===== src/rtl/irbe_pkg.sv =====
// Package for the IR ring bearing estimator: field widths, CORDIC constants and
// the elaboration-time function that builds the Q1.15 sensor coefficients.
// No dependencies.
`timescale 1ns / 1ps
`default_nettype none
package irbe_pkg;
	localparam int SAMPLE_W = 10;
	localparam int BEARING_W = 9;
	localparam int MEAN_W = 11;
	localparam int PATCH_W = 5;
	localparam int PATCH_RESET = 22;
	localparam int COEF_W = 17;
	localparam int CORDIC_STEPS = 24;
	localparam int STEP_W = 5;
	localparam int ANGLE_W = 28;
	localparam longint DEG_UNIT = 65536;
	localparam longint GAIN_Q30 = 652032874;

	typedef struct packed {
		logic signed [COEF_W-1:0] c;
		logic signed [COEF_W-1:0] s;
	} cs_t;

	function automatic longint atan_q16(input int k);
		longint v;
		case (k)
			0: v = 2949120;
			1: v = 1740967;
			2: v = 919879;
			3: v = 466945;
			4: v = 234379;
			5: v = 117304;
			6: v = 58666;
			7: v = 29335;
			8: v = 14668;
			9: v = 7334;
			10: v = 3667;
			11: v = 1833;
			12: v = 917;
			13: v = 458;
			14: v = 229;
			15: v = 115;
			16: v = 57;
			17: v = 29;
			18: v = 14;
			19: v = 7;
			20: v = 4;
			21: v = 2;
			22: v = 1;
			default: v = 0;
		endcase
		return v;
	endfunction

	// Rotation CORDIC on an angle in 1/65536 degree, rounded half up to Q15.
	function automatic cs_t unit_cs(input longint angle);
		longint t;
		longint x;
		longint y;
		longint nx;
		longint ny;
		cs_t r;
		t = angle;
		x = GAIN_Q30;
		y = 0;
		if (t > 180 * DEG_UNIT) t = t - 360 * DEG_UNIT;
		if (t > 90 * DEG_UNIT) begin
			x = 0; y = GAIN_Q30; t = t - 90 * DEG_UNIT;
		end else if (t < -90 * DEG_UNIT) begin
			x = 0; y = -GAIN_Q30; t = t + 90 * DEG_UNIT;
		end
		for (int k = 0; k < CORDIC_STEPS; k++) begin
			if (t >= 0) begin
				nx = x - (y >>> k); ny = y + (x >>> k); t = t - atan_q16(k);
			end else begin
				nx = x + (y >>> k); ny = y - (x >>> k); t = t + atan_q16(k);
			end
			x = nx; y = ny;
		end
		r.c = COEF_W'((x + 16384) >>> 15);
		r.s = COEF_W'((y + 16384) >>> 15);
		return r;
	endfunction
endpackage
`default_nettype wire


===== src/rtl/irbe_in_if.sv =====
// Input channel: one raw ADC sample per beat.
// Depends on irbe_pkg.
`timescale 1ns / 1ps
`default_nettype none
interface irbe_in_if import irbe_pkg::*; ();
	logic valid;
	logic ready;
	logic [SAMPLE_W-1:0] raw_sample;
	modport source (output valid, output raw_sample, input ready);
	modport sink (input valid, input raw_sample, output ready);
endinterface
`default_nettype wire


===== src/rtl/irbe_out_if.sv =====
// Output channel: bearing and mean level, one beat per completed ring.
// Depends on irbe_pkg.
`timescale 1ns / 1ps
`default_nettype none
interface irbe_out_if import irbe_pkg::*; ();
	logic valid;
	logic ready;
	logic signed [BEARING_W-1:0] bearing_deg;
	logic [MEAN_W-1:0] mean_level;
	modport source (output valid, output bearing_deg, output mean_level, input ready);
	modport sink (input valid, input bearing_deg, input mean_level, output ready);
endinterface
`default_nettype wire


===== src/rtl/irbe_ram.sv =====
// Generic single-port-write, single-port-read RAM with registered read data.
// No dependencies.
`timescale 1ns / 1ps
`default_nettype none
module irbe_ram #(
	parameter int WIDTH = 8,
	parameter int DEPTH = 16
) (
	input wire logic clk,
	input wire logic we,
	input wire logic [$clog2(DEPTH)-1:0] waddr,
	input wire logic [WIDTH-1:0] wdata,
	input wire logic [$clog2(DEPTH)-1:0] raddr,
	output logic [WIDTH-1:0] rdata
);
	logic [WIDTH-1:0] mem_q [DEPTH];

	always_ff @(posedge clk) begin
		if (we) mem_q[waddr] <= wdata;
		rdata <= mem_q[raddr];
	end
endmodule
`default_nettype wire


===== src/rtl/irbe_atan.sv =====
// Iterative vectoring CORDIC giving the bearing of (bx, by) in whole degrees,
// one micro-rotation per cycle, with the exact special cases. Depends on irbe_pkg.
`timescale 1ns / 1ps
`default_nettype none
module irbe_atan import irbe_pkg::*; #(
	parameter int XW = 33
) (
	input wire logic clk,
	input wire logic arst_n,
	input wire logic start,
	input wire logic signed [XW-1:0] bx,
	input wire logic signed [XW-1:0] by,
	output logic done,
	output logic signed [BEARING_W-1:0] deg
);
	localparam int CW = XW + 18;

	logic run_q;
	logic [STEP_W-1:0] k_q;
	logic signed [CW-1:0] x_q;
	logic signed [CW-1:0] y_q;
	logic signed [ANGLE_W-1:0] z_q;
	logic signed [CW-1:0] xs;
	logic signed [CW-1:0] ys;
	logic signed [XW:0] ax;
	logic signed [XW:0] ay;
	logic signed [ANGLE_W-1:0] step_a;
	logic signed [ANGLE_W-1:0] zt;

	assign xs = CW'(bx) <<< 16;
	assign ys = CW'(by) <<< 16;
	assign ax = bx[XW-1] ? -(XW+1)'(bx) : (XW+1)'(bx);
	assign ay = by[XW-1] ? -(XW+1)'(by) : (XW+1)'(by);
	assign step_a = ANGLE_W'(atan_q16(int'(k_q)));
	assign zt = z_q[ANGLE_W-1] ? -((-z_q) >>> 16) : (z_q >>> 16);

	always_ff @(posedge clk or negedge arst_n) begin
		if (!arst_n) begin
			run_q <= 1'b0;
			done <= 1'b0;
			k_q <= '0;
		end else begin
			done <= 1'b0;
			if (start) begin
				k_q <= '0;
				if (by == 0) begin
					deg <= bx[XW-1] ? BEARING_W'(180) : BEARING_W'(0);
					done <= 1'b1;
				end else if (bx == 0) begin
					deg <= by[XW-1] ? -BEARING_W'(90) : BEARING_W'(90);
					done <= 1'b1;
				end else if (ax == ay) begin
					if (bx[XW-1]) deg <= by[XW-1] ? -BEARING_W'(135) : BEARING_W'(135);
					else deg <= by[XW-1] ? -BEARING_W'(45) : BEARING_W'(45);
					done <= 1'b1;
				end else begin
					run_q <= 1'b1;
					if (bx[XW-1]) begin
						if (!by[XW-1]) begin
							x_q <= ys; y_q <= -xs; z_q <= ANGLE_W'(90 * DEG_UNIT);
						end else begin
							x_q <= -ys; y_q <= xs; z_q <= -ANGLE_W'(90 * DEG_UNIT);
						end
					end else begin
						x_q <= xs; y_q <= ys; z_q <= '0;
					end
				end
			end else if (run_q) begin
				if (k_q == STEP_W'(CORDIC_STEPS)) begin
					run_q <= 1'b0;
					done <= 1'b1;
					if (zt > ANGLE_W'(180)) deg <= BEARING_W'(180);
					else if (zt < -ANGLE_W'(180)) deg <= -BEARING_W'(180);
					else deg <= BEARING_W'(zt);
				end else begin
					k_q <= k_q + 1'b1;
					if (y_q > 0) begin
						x_q <= x_q + (y_q >>> k_q);
						y_q <= y_q - (x_q >>> k_q);
						z_q <= z_q + step_a;
					end else begin
						x_q <= x_q - (y_q >>> k_q);
						y_q <= y_q + (x_q >>> k_q);
						z_q <= z_q - step_a;
					end
				end
			end
		end
	end

`ifndef NO_ASSERTIONS
	a_no_start_while_busy: assert property (@(posedge clk) disable iff (!arst_n)
		run_q |-> !start) else $error("atan started while busy");
	a_done_ends_run: assert property (@(posedge clk) disable iff (!arst_n)
		(run_q && !start && k_q == STEP_W'(CORDIC_STEPS)) |=> (done && !run_q))
		else $error("atan run did not finish");
	a_step_bound: assert property (@(posedge clk) disable iff (!arst_n)
		k_q <= STEP_W'(CORDIC_STEPS)) else $error("atan step count overran");
`endif
endmodule
`default_nettype wire


===== src/rtl/ir_ring_bearing_estimator_core.sv =====
// Top level of the IR ring bearing estimator: sample store, frame-end sequencer with
// a shared multiplier for the weighted sum, and the CORDIC bearing unit.
// Depends on irbe_pkg, irbe_in_if, irbe_out_if, irbe_ram and irbe_atan.
//
// Channel    Dir  Payload                        Beat
// in_ch      in   raw_sample[9:0]                one sensor sample, ring order
// out_ch     out  bearing_deg[8:0], mean_level   one per completed ring
// cfg_we     in   cfg_wdata[4:0] patched_sensor  write on cfg_we high
//
// A sample that does not end a ring is stored as it is accepted. The last sample of a
// ring starts the frame pass: repair reads and checks each sensor and rebuilds a failed
// one from its two neighbours, through the single read port of the store; the patch
// rebuilds the configured sensor if in range; the weighted sum scales each sensor by
// cosine and sine on the shared multiplier; then the CORDIC, shorter for exact cases.
// in_ch.ready is low during the pass and while the finished result waits for the output.
// Reset clears control state only; the store needs no clearing.
`timescale 1ns / 1ps
`default_nettype none
module ir_ring_bearing_estimator_core import irbe_pkg::*; #(
	parameter int SENSOR_COUNT = 24,
	parameter int SAMPLE_FULL_SCALE = 1024
) (
	input wire logic clk,
	input wire logic arst_n,
	input wire logic cfg_we,
	input wire logic [PATCH_W-1:0] cfg_wdata,
	irbe_in_if.sink in_ch,
	irbe_out_if.source out_ch
);
	localparam int IW = $clog2(SENSOR_COUNT);
	localparam int RW = $clog2(SAMPLE_FULL_SCALE + 1);
	localparam int SW = RW + IW;
	localparam int PW = RW + 1 + COEF_W;
	localparam int XW = PW + IW + 1;
	localparam int DIV_K = SW + IW;
	localparam longint DIV_M = ((longint'(1) << DIV_K) + SENSOR_COUNT - 1) / SENSOR_COUNT;
	localparam int MPW = SW + DIV_K + 1;

	localparam logic [3:0] S_IN = 4'd0;
	localparam logic [3:0] S_RP_RD = 4'd1;
	localparam logic [3:0] S_RP_CHK = 4'd2;
	localparam logic [3:0] S_NB_A = 4'd3;
	localparam logic [3:0] S_NB_B = 4'd4;
	localparam logic [3:0] S_PT = 4'd5;
	localparam logic [3:0] S_PT_RD = 4'd6;
	localparam logic [3:0] S_SM_RD = 4'd7;
	localparam logic [3:0] S_SM_C = 4'd8;
	localparam logic [3:0] S_SM_S = 4'd9;
	localparam logic [3:0] S_SM_A = 4'd10;
	localparam logic [3:0] S_START = 4'd11;
	localparam logic [3:0] S_WAIT = 4'd12;
	localparam logic [3:0] S_DONE = 4'd13;

	logic signed [COEF_W-1:0] cos_tab [SENSOR_COUNT];
	logic signed [COEF_W-1:0] sin_tab [SENSOR_COUNT];

	for (genvar g = 0; g < SENSOR_COUNT; g++) begin : g_coef
		localparam longint ANG = (longint'(g + 1) * 360 * DEG_UNIT) / SENSOR_COUNT;
		localparam cs_t CS = unit_cs(ANG);
		assign cos_tab[g] = CS.c;
		assign sin_tab[g] = CS.s;
	end

	logic [3:0] state_q;
	logic [PATCH_W-1:0] patched_q;
	logic [IW-1:0] idx_q;
	logic [IW-1:0] cnt_q;
	logic patch_phase_q;
	logic [RW-1:0] a_q;
	logic [RW-1:0] rd_q;
	logic signed [PW-1:0] prod_q;
	logic signed [XW-1:0] sx_q;
	logic signed [XW-1:0] sy_q;
	logic [SW-1:0] msum_q;
	logic bdone_q;
	logic out_valid_q;
	logic signed [BEARING_W-1:0] bearing_q;
	logic [MEAN_W-1:0] mean_q;

	logic we;
	logic [IW-1:0] waddr;
	logic [RW-1:0] wdata;
	logic [IW-1:0] raddr;
	logic [RW-1:0] rdata;
	logic [IW-1:0] up_idx;
	logic [IW-1:0] dn_idx;
	logic [RW-1:0] reading;
	logic [RW-1:0] nb_mean;
	logic failed;
	logic last;
	logic accept;
	logic out_free;
	logic atan_start;
	logic atan_done;
	logic signed [BEARING_W-1:0] atan_deg;
	logic signed [RW:0] mul_a;
	logic signed [COEF_W-1:0] mul_b;
	logic signed [PW-1:0] mul_p;
	logic [MPW-1:0] mean_prod;

	assign up_idx = (cnt_q == IW'(SENSOR_COUNT - 1)) ? '0 : cnt_q + 1'b1;
	assign dn_idx = (cnt_q == '0) ? IW'(SENSOR_COUNT - 1) : cnt_q - 1'b1;
	assign last = (cnt_q == IW'(SENSOR_COUNT - 1));
	assign reading = (int'(in_ch.raw_sample) > SAMPLE_FULL_SCALE) ? '0 :
		RW'(SAMPLE_FULL_SCALE - int'(in_ch.raw_sample));
	assign failed = (rdata == RW'(SAMPLE_FULL_SCALE)) || (rdata == RW'(SAMPLE_FULL_SCALE - 1));
	assign nb_mean = RW'(((RW+1)'(a_q) + (RW+1)'(rdata)) >> 1);
	assign out_free = !out_valid_q || out_ch.ready;
	assign in_ch.ready = (state_q == S_IN);
	assign accept = in_ch.valid && in_ch.ready;
	assign atan_start = (state_q == S_START);

	assign mul_a = (state_q == S_SM_C) ? $signed({1'b0, rdata}) : $signed({1'b0, rd_q});
	assign mul_b = (state_q == S_SM_C) ? cos_tab[cnt_q] : sin_tab[cnt_q];
	assign mul_p = PW'(mul_a) * PW'(mul_b);
	assign mean_prod = MPW'(msum_q) * MPW'(DIV_M);

	always_comb begin
		we = 1'b0;
		waddr = cnt_q;
		wdata = nb_mean;
		case (state_q)
			S_IN: begin
				we = accept;
				waddr = idx_q;
				wdata = reading;
			end
			S_NB_B: we = 1'b1;
			default: we = 1'b0;
		endcase
	end

	always_comb begin
		case (state_q)
			S_RP_CHK, S_PT_RD: raddr = up_idx;
			S_NB_A: raddr = dn_idx;
			default: raddr = cnt_q;
		endcase
	end

	irbe_ram #(.WIDTH(RW), .DEPTH(SENSOR_COUNT)) u_store (
		.clk(clk), .we(we), .waddr(waddr), .wdata(wdata), .raddr(raddr), .rdata(rdata)
	);

	irbe_atan #(.XW(XW)) u_atan (
		.clk(clk), .arst_n(arst_n), .start(atan_start), .bx(sx_q), .by(sy_q),
		.done(atan_done), .deg(atan_deg)
	);

	always_ff @(posedge clk or negedge arst_n) begin
		if (!arst_n) begin
			patched_q <= PATCH_W'(PATCH_RESET);
		end else if (cfg_we) begin
			patched_q <= cfg_wdata;
		end
	end

	always_ff @(posedge clk) begin
		case (state_q)
			S_NB_A: a_q <= rdata;
			S_SM_C: begin
				rd_q <= rdata;
				prod_q <= mul_p;
				msum_q <= msum_q + SW'(rdata);
			end
			S_SM_S: begin
				sx_q <= sx_q + XW'(prod_q);
				prod_q <= mul_p;
			end
			S_SM_A: sy_q <= sy_q + XW'(prod_q);
			S_PT: begin
				sx_q <= '0;
				sy_q <= '0;
				msum_q <= '0;
			end
			default: a_q <= a_q;
		endcase
		if (state_q == S_DONE && out_free) begin
			bearing_q <= atan_deg;
			mean_q <= MEAN_W'(mean_prod >> DIV_K);
		end
	end

	always_ff @(posedge clk or negedge arst_n) begin
		if (!arst_n) begin
			state_q <= S_IN;
			idx_q <= '0;
			cnt_q <= '0;
			patch_phase_q <= 1'b0;
			bdone_q <= 1'b0;
			out_valid_q <= 1'b0;
		end else begin
			if (state_q == S_DONE && out_free) out_valid_q <= 1'b1;
			else if (out_ch.ready) out_valid_q <= 1'b0;
			if (state_q == S_START) bdone_q <= 1'b0;
			else if (atan_done) bdone_q <= 1'b1;
			case (state_q)
				S_IN: begin
					if (accept) begin
						if (idx_q == IW'(SENSOR_COUNT - 1)) begin
							idx_q <= '0;
							cnt_q <= '0;
							patch_phase_q <= 1'b0;
							state_q <= S_RP_RD;
						end else begin
							idx_q <= idx_q + 1'b1;
						end
					end
				end
				S_RP_RD: state_q <= S_RP_CHK;
				S_RP_CHK: begin
					if (failed) state_q <= S_NB_A;
					else if (last) state_q <= S_PT;
					else begin
						cnt_q <= cnt_q + 1'b1;
						state_q <= S_RP_RD;
					end
				end
				S_NB_A: state_q <= S_NB_B;
				S_NB_B: begin
					if (patch_phase_q) begin
						cnt_q <= '0;
						state_q <= S_SM_RD;
					end else if (last) begin
						state_q <= S_PT;
					end else begin
						cnt_q <= cnt_q + 1'b1;
						state_q <= S_RP_RD;
					end
				end
				S_PT: begin
					if (int'(patched_q) < SENSOR_COUNT) begin
						cnt_q <= IW'(patched_q);
						patch_phase_q <= 1'b1;
						state_q <= S_PT_RD;
					end else begin
						cnt_q <= '0;
						state_q <= S_SM_RD;
					end
				end
				S_PT_RD: state_q <= S_NB_A;
				S_SM_RD: state_q <= S_SM_C;
				S_SM_C: state_q <= S_SM_S;
				S_SM_S: state_q <= S_SM_A;
				S_SM_A: begin
					if (last) state_q <= S_START;
					else begin
						cnt_q <= cnt_q + 1'b1;
						state_q <= S_SM_RD;
					end
				end
				S_START: state_q <= S_WAIT;
				S_WAIT: begin
					if (bdone_q) state_q <= S_DONE;
				end
				S_DONE: begin
					if (out_free) state_q <= S_IN;
				end
				default: state_q <= S_IN;
			endcase
		end
	end

	assign out_ch.valid = out_valid_q;
	assign out_ch.bearing_deg = bearing_q;
	assign out_ch.mean_level = mean_q;

`ifndef NO_ASSERTIONS
	a_idx_bound: assert property (@(posedge clk) disable iff (!arst_n)
		idx_q < IW'(SENSOR_COUNT)) else $error("sample index out of range");
	a_write_bound: assert property (@(posedge clk) disable iff (!arst_n)
		we |-> waddr < IW'(SENSOR_COUNT)) else $error("store write out of range");
	a_result_issued: assert property (@(posedge clk) disable iff (!arst_n)
		(state_q == S_DONE && out_free) |=> (out_valid_q && state_q == S_IN))
		else $error("finished result not issued");
	a_wait_exit: assert property (@(posedge clk) disable iff (!arst_n)
		(state_q == S_WAIT && bdone_q) |=> state_q == S_DONE)
		else $error("frame pass stuck waiting");
`endif
endmodule
`default_nettype wire

===== src/flat_wrapper.sv =====
// flat-port wrapper written by rule: the top's interface ports become plain ports
module ir_ring_bearing_estimator_core_flat import irbe_pkg::*;
#(
	parameter int SENSOR_COUNT = 24,
	parameter int SAMPLE_FULL_SCALE = 1024
)
  (clk, arst_n, cfg_we, cfg_wdata, in_ch_valid, in_ch_raw_sample, in_ch_ready, out_ch_valid, out_ch_bearing_deg, out_ch_mean_level, out_ch_ready);
  irbe_in_if in_ch_i ();
  irbe_out_if out_ch_i ();
  input wire logic clk;
  input wire logic arst_n;
  input wire logic cfg_we;
  input wire logic [PATCH_W-1:0] cfg_wdata;
  input wire logic [$bits(in_ch_i.valid)-1:0] in_ch_valid;
  input wire logic [$bits(in_ch_i.raw_sample)-1:0] in_ch_raw_sample;
  output wire logic [$bits(in_ch_i.ready)-1:0] in_ch_ready;
  output wire logic [$bits(out_ch_i.valid)-1:0] out_ch_valid;
  output wire logic [$bits(out_ch_i.bearing_deg)-1:0] out_ch_bearing_deg;
  output wire logic [$bits(out_ch_i.mean_level)-1:0] out_ch_mean_level;
  input wire logic [$bits(out_ch_i.ready)-1:0] out_ch_ready;
  assign in_ch_i.valid = in_ch_valid;
  assign in_ch_i.raw_sample = in_ch_raw_sample;
  assign in_ch_ready = in_ch_i.ready;
  assign out_ch_valid = out_ch_i.valid;
  assign out_ch_bearing_deg = out_ch_i.bearing_deg;
  assign out_ch_mean_level = out_ch_i.mean_level;
  assign out_ch_i.ready = out_ch_ready;
  ir_ring_bearing_estimator_core #(.SENSOR_COUNT(SENSOR_COUNT), .SAMPLE_FULL_SCALE(SAMPLE_FULL_SCALE)) u_core (.clk(clk), .arst_n(arst_n), .cfg_we(cfg_we), .cfg_wdata(cfg_wdata), .in_ch(in_ch_i), .out_ch(out_ch_i));
endmodule

===== config.mk =====
export PLATFORM = sky130hd
export DESIGN_NAME = ir_ring_bearing_estimator_core_flat
export DESIGN_NICKNAME = d
export VERILOG_FILES = /design/src/rtl/irbe_pkg.sv /design/src/rtl/irbe_in_if.sv /design/src/rtl/irbe_out_if.sv /design/src/rtl/irbe_ram.sv /design/src/rtl/irbe_atan.sv /design/src/rtl/ir_ring_bearing_estimator_core.sv /design/src/flat_wrapper.sv
export SDC_FILE = /design/constraint.sdc
export NUM_CORES = 2
export LEC_CHECK = 0
export ABC_AREA = 1
export BUFFER_PORTS_ARGS = -buffer_cell sky130_fd_sc_hd__buf_2
export CAP_MARGIN = 20
export CORE_ASPECT_RATIO = 1.75
export CORE_MARGIN = 4
export CORE_UTILIZATION = 44
export CTS_BUF_LIST = sky130_fd_sc_hd__clkbuf_16
export CTS_CLUSTER_SIZE = 10
export DETAILED_ROUTE_END_ITERATION = 10
export PLACE_DENSITY = 0.69
export SLEW_MARGIN = 5
export SYNTH_ARGS = -nofsm -noshare
export SYNTH_HDL_FRONTEND = slang
export SYNTH_SLANG_ARGS = --single-unit

===== constraint.sdc =====
create_clock -name clk -period 10.45 [get_ports clk]
set_input_delay 1.5675 -clock clk [delete_from_list [all_inputs] [get_ports clk]]
set_output_delay 1.5675 -clock clk [all_outputs]
set_load 0.02 [all_outputs]

==> results.toml <==
[outcome]
status = "finished, final reports clean"

[layout]
layoutNonFillerInstCount = 10289
nets = 9121
multiInputGateArea_sq_mm = 0.03858
areaGrowthSynthToFinish_pct = 7.393
final_core_utilization_pct = 47.62
register_area_sq_mm = 0.01790
drive_above_1_share_pct = 4.520
fillers = 14128

[placed_design]
dpl_worst_slack_ns = 1.930
dp_hpwl_mm = 208.8
placed_cells = 10143
io_buffers = 41
place_congestion = 1.051

[yosys]
synth_top_family_by_area = "simple AND/OR/NAND/NOR gates"
synth_common_cells = "1839 x nand2_1, 1090 x inv_1, 944 x nor2_1"
synthAdderAreaFrac_pct = 17.07
synth_xor_area_share_pct = 3.546
synthMuxAreaShare_pct = 0.08509
syn_inst = 8435
synth-seq-cells = 604
syn_avg_cell_area_sq_um = 7.321
yosysTopAreaCell = "edfxtp_1"
synth_fp_nets = 9147
yosys.area.top_type_share_pct = 27.42
yosys.area_share.simple_pct = 26.54
seq_area_frac_synth_pct = 28.96
ys.flop_type = "edfxtp_1"
synth_compound_area_share_pct = 14.99
synth.distinct_cells = 74
ys.warnings.count = 0
synth_area_leaders = "edfxtp_1 27%, nand2_1 11%, ha_1 8.9%, fa_1 8.1%, nand3_1 6.7%"
yosysMostFrequentCell = "nand2_1"
async_flop_share_pct = 4.801
syn_area_sq_mm = 0.06176
synth_edf_count = 564

[global_routing]
grt_overflow = 0
grt_pass1_wl_mm = 380.8
antenna_found_initial = 14
grt_pass1_vias = 60763
grt_max_degree = 105
grt_usage_pct = 34.86

[die]
io-pin-count = 42
rows = 181
die_y_um = 503.6
die-area_sq_mm = 0.1466
initial_core_util_pct = 44.34
die_x_um = 291.2
core_sq_mm = 0.1393

[sta]
setup_viol = 0
rsz0062_at_grt = "false"
final_max_slew_viol_count = 0
slew_headroom_pct = 14.56
skew_ns = 0.03916
fmax_mhz = 116.1
finalHoldViolations = 0
fin_ws_ns = 1.838
tightest_slew_ns = 1.272
period_needed_ns = 8.612
fin_crit_sh_pct = 82.41
setup-tns-final_ns = 0

[worst_setup_path]
crit_path_end_kind = "flip-flop"
startpoint = "u_core.state_q[3]"
required_ns = 10.87
cp_slowest_cell = "o21ai_0"
critical_path_peak_fanout = 29
cpPeakStageDelay_ns = 0.67
critPathArrivalTime_ns = 9.03
r2r_start = "u_core.state_q[3]"
crit_path_start_kind = "flip-flop"
critical_path_class = "flip-flop to flip-flop"
path_common_cell = "inv_1"

[min_path]
hold_path_class = "flip-flop to flip-flop"
hp-start = "u_core.u_atan.deg[4]"

[clock_tree]
cts_root_buffer = "clkbuf_16"
clk_path_buf_depth = 3
postCtsSetupBuffers = 0
h-tree-depth = 3
clk_pin_slew_worst_paths_ns = 0.06
cts.sinks = 604
numCtsBuffers = 75
clock_latency_ns = 0.68
ctsHoldBuffers = 0
cts_resized = 0
cts_tree = "built"

[run]
maxCapViolCount = 0

[drt]
wl_per_cell_um = 25.38
drc = 0
viasPerCell = 5.858
drt_first_pass_iters = 6
first_iter_violations = 4570
vias = 60271
drt_wl_total_mm = 261.2
ant_nets = 0

[pwr]
ir_drop_uv = 138.2
power_density_mw_per_mm2 = 76.83
power.leakage_nw = 30.95
==> worst paths after layout <==
kind | end | slack, ns | depth (start not counted)
min in group asynchronous | u_core.u_atan.k_q[4] | 0.97 | 2
setup reg to reg | u_core.prod_q[28] | 1.84 | 32
setup / recovery | u_core.prod_q[28] | 1.84 | 32
max in group asynchronous | u_core.idx_q[4] | 8.98 | 2
hold reg to reg | u_core.out_ch.bearing_deg[4] | 0.41 | 0
hold / removal | u_core.out_ch.bearing_deg[4] | 0.41 | 0
==> worst max-delay path: cells and delay by family, from the launching register on <==
family / cells / cell delay, ns
AO/OA/AOI/OAI: 5 / 1.84
XOR/XNOR: 1 / 0.06
adder cells (fa/ha/maj): 6 / 2.78
buffers and inverters: 10 / 1.63
flip-flops: 1 / 0.41
AND/OR/NAND/NOR: 10 / 1.62
==> logic make-up after synthesis <==
kind of cell / after synthesis
flops: 604
fa+ha+maj: 692
mux: 5
compound gates: 1601
simple gates: 3898
buf+inv: 1385
xor+xnor: 250
==> per-stage QoR <==
step           cell area [sq um]  power [mW]  hold slack (ns)
2_1_floorplan              61760       2.665           0.4003
3_5_place_dp               63940       2.676           0.4045
6_report                   66320       5.095           0.4122
4_1_cts                    66140       5.127           0.4149
5_1_grt                    66300       5.210           0.4253
3_3_place_gp               63890       2.676           0.4049
==> sequential cells by signal, summed over array words and instances (netlist names), 11 cells and up <==
name and flops:
u_core.u_store.mem_q 264, u_core.u_atan.x_q 53, u_core.u_atan.y_q 53, u_core.sx_q 35, u_core.sy_q 35, u_core.prod_q 29, u_core.u_atan.z_q 28, u_core.msum_q 16
u_core.a_q 11, u_core.out_ch.mean_level 11, u_core.rd_q 11, u_core.u_store.rdata 11
==> power breakdown <==
group	internal [mW]	leakage [nW]	total [mW]	switching, mW
Combinational	0.00513	24.4	0.0168	0.0117
Clock	1.35	1.16	2.47	1.12
Sequential	2.61	5.39	2.61	0.00149
==> metal layers <==
layer | global-route usage [%] | routed length, um | vias to the layer above
li1 | - | - | 28363
met1 | 30.43 | 79060 | 28375
met2 | 63.48 | 133100 | 2454
met3 | 5.420 | 12270 | 1069
met4 | 39.76 | 36710 | 10
met5 | 0 | 63 | -
==> placed cells by master, fill, tap and decap left out, drive strengths merged, types with 8 or more instances in the layout <==
master	instances
o311ai	35
o31ai	11
nor2	968
o32ai	35
xor2	177
a21oi	564
xnor2	73
nand3	836
dfxtp	11
dfrtp	26
or2	26
nand4	86
a31oi	42
inv	1140
nor4	31
nand2	1843
o21bai	52
o211ai	52
o21a	49
a21boi	17
clkinv	21
a22oi	17
a211oi	8
clkbuf	75
a21o	38
nor3	80
o221ai	43
o21ai	603
nand3b	13
edfxtp	564
ha	441
fa	251
buf	162
diode	8
==> area by class of cell <==
type	instances	area share, %
clock inverter	44	0.4905
sequential	604	26.99
clock buffer	75	2.830
timing repair buffer	162	1.688
antenna	8	0.03019
multi-input combinational	6446	58.17
tap	1830	3.452
inverter	1120	6.352
No activity file was read; power rests on OpenSTA's default activity.
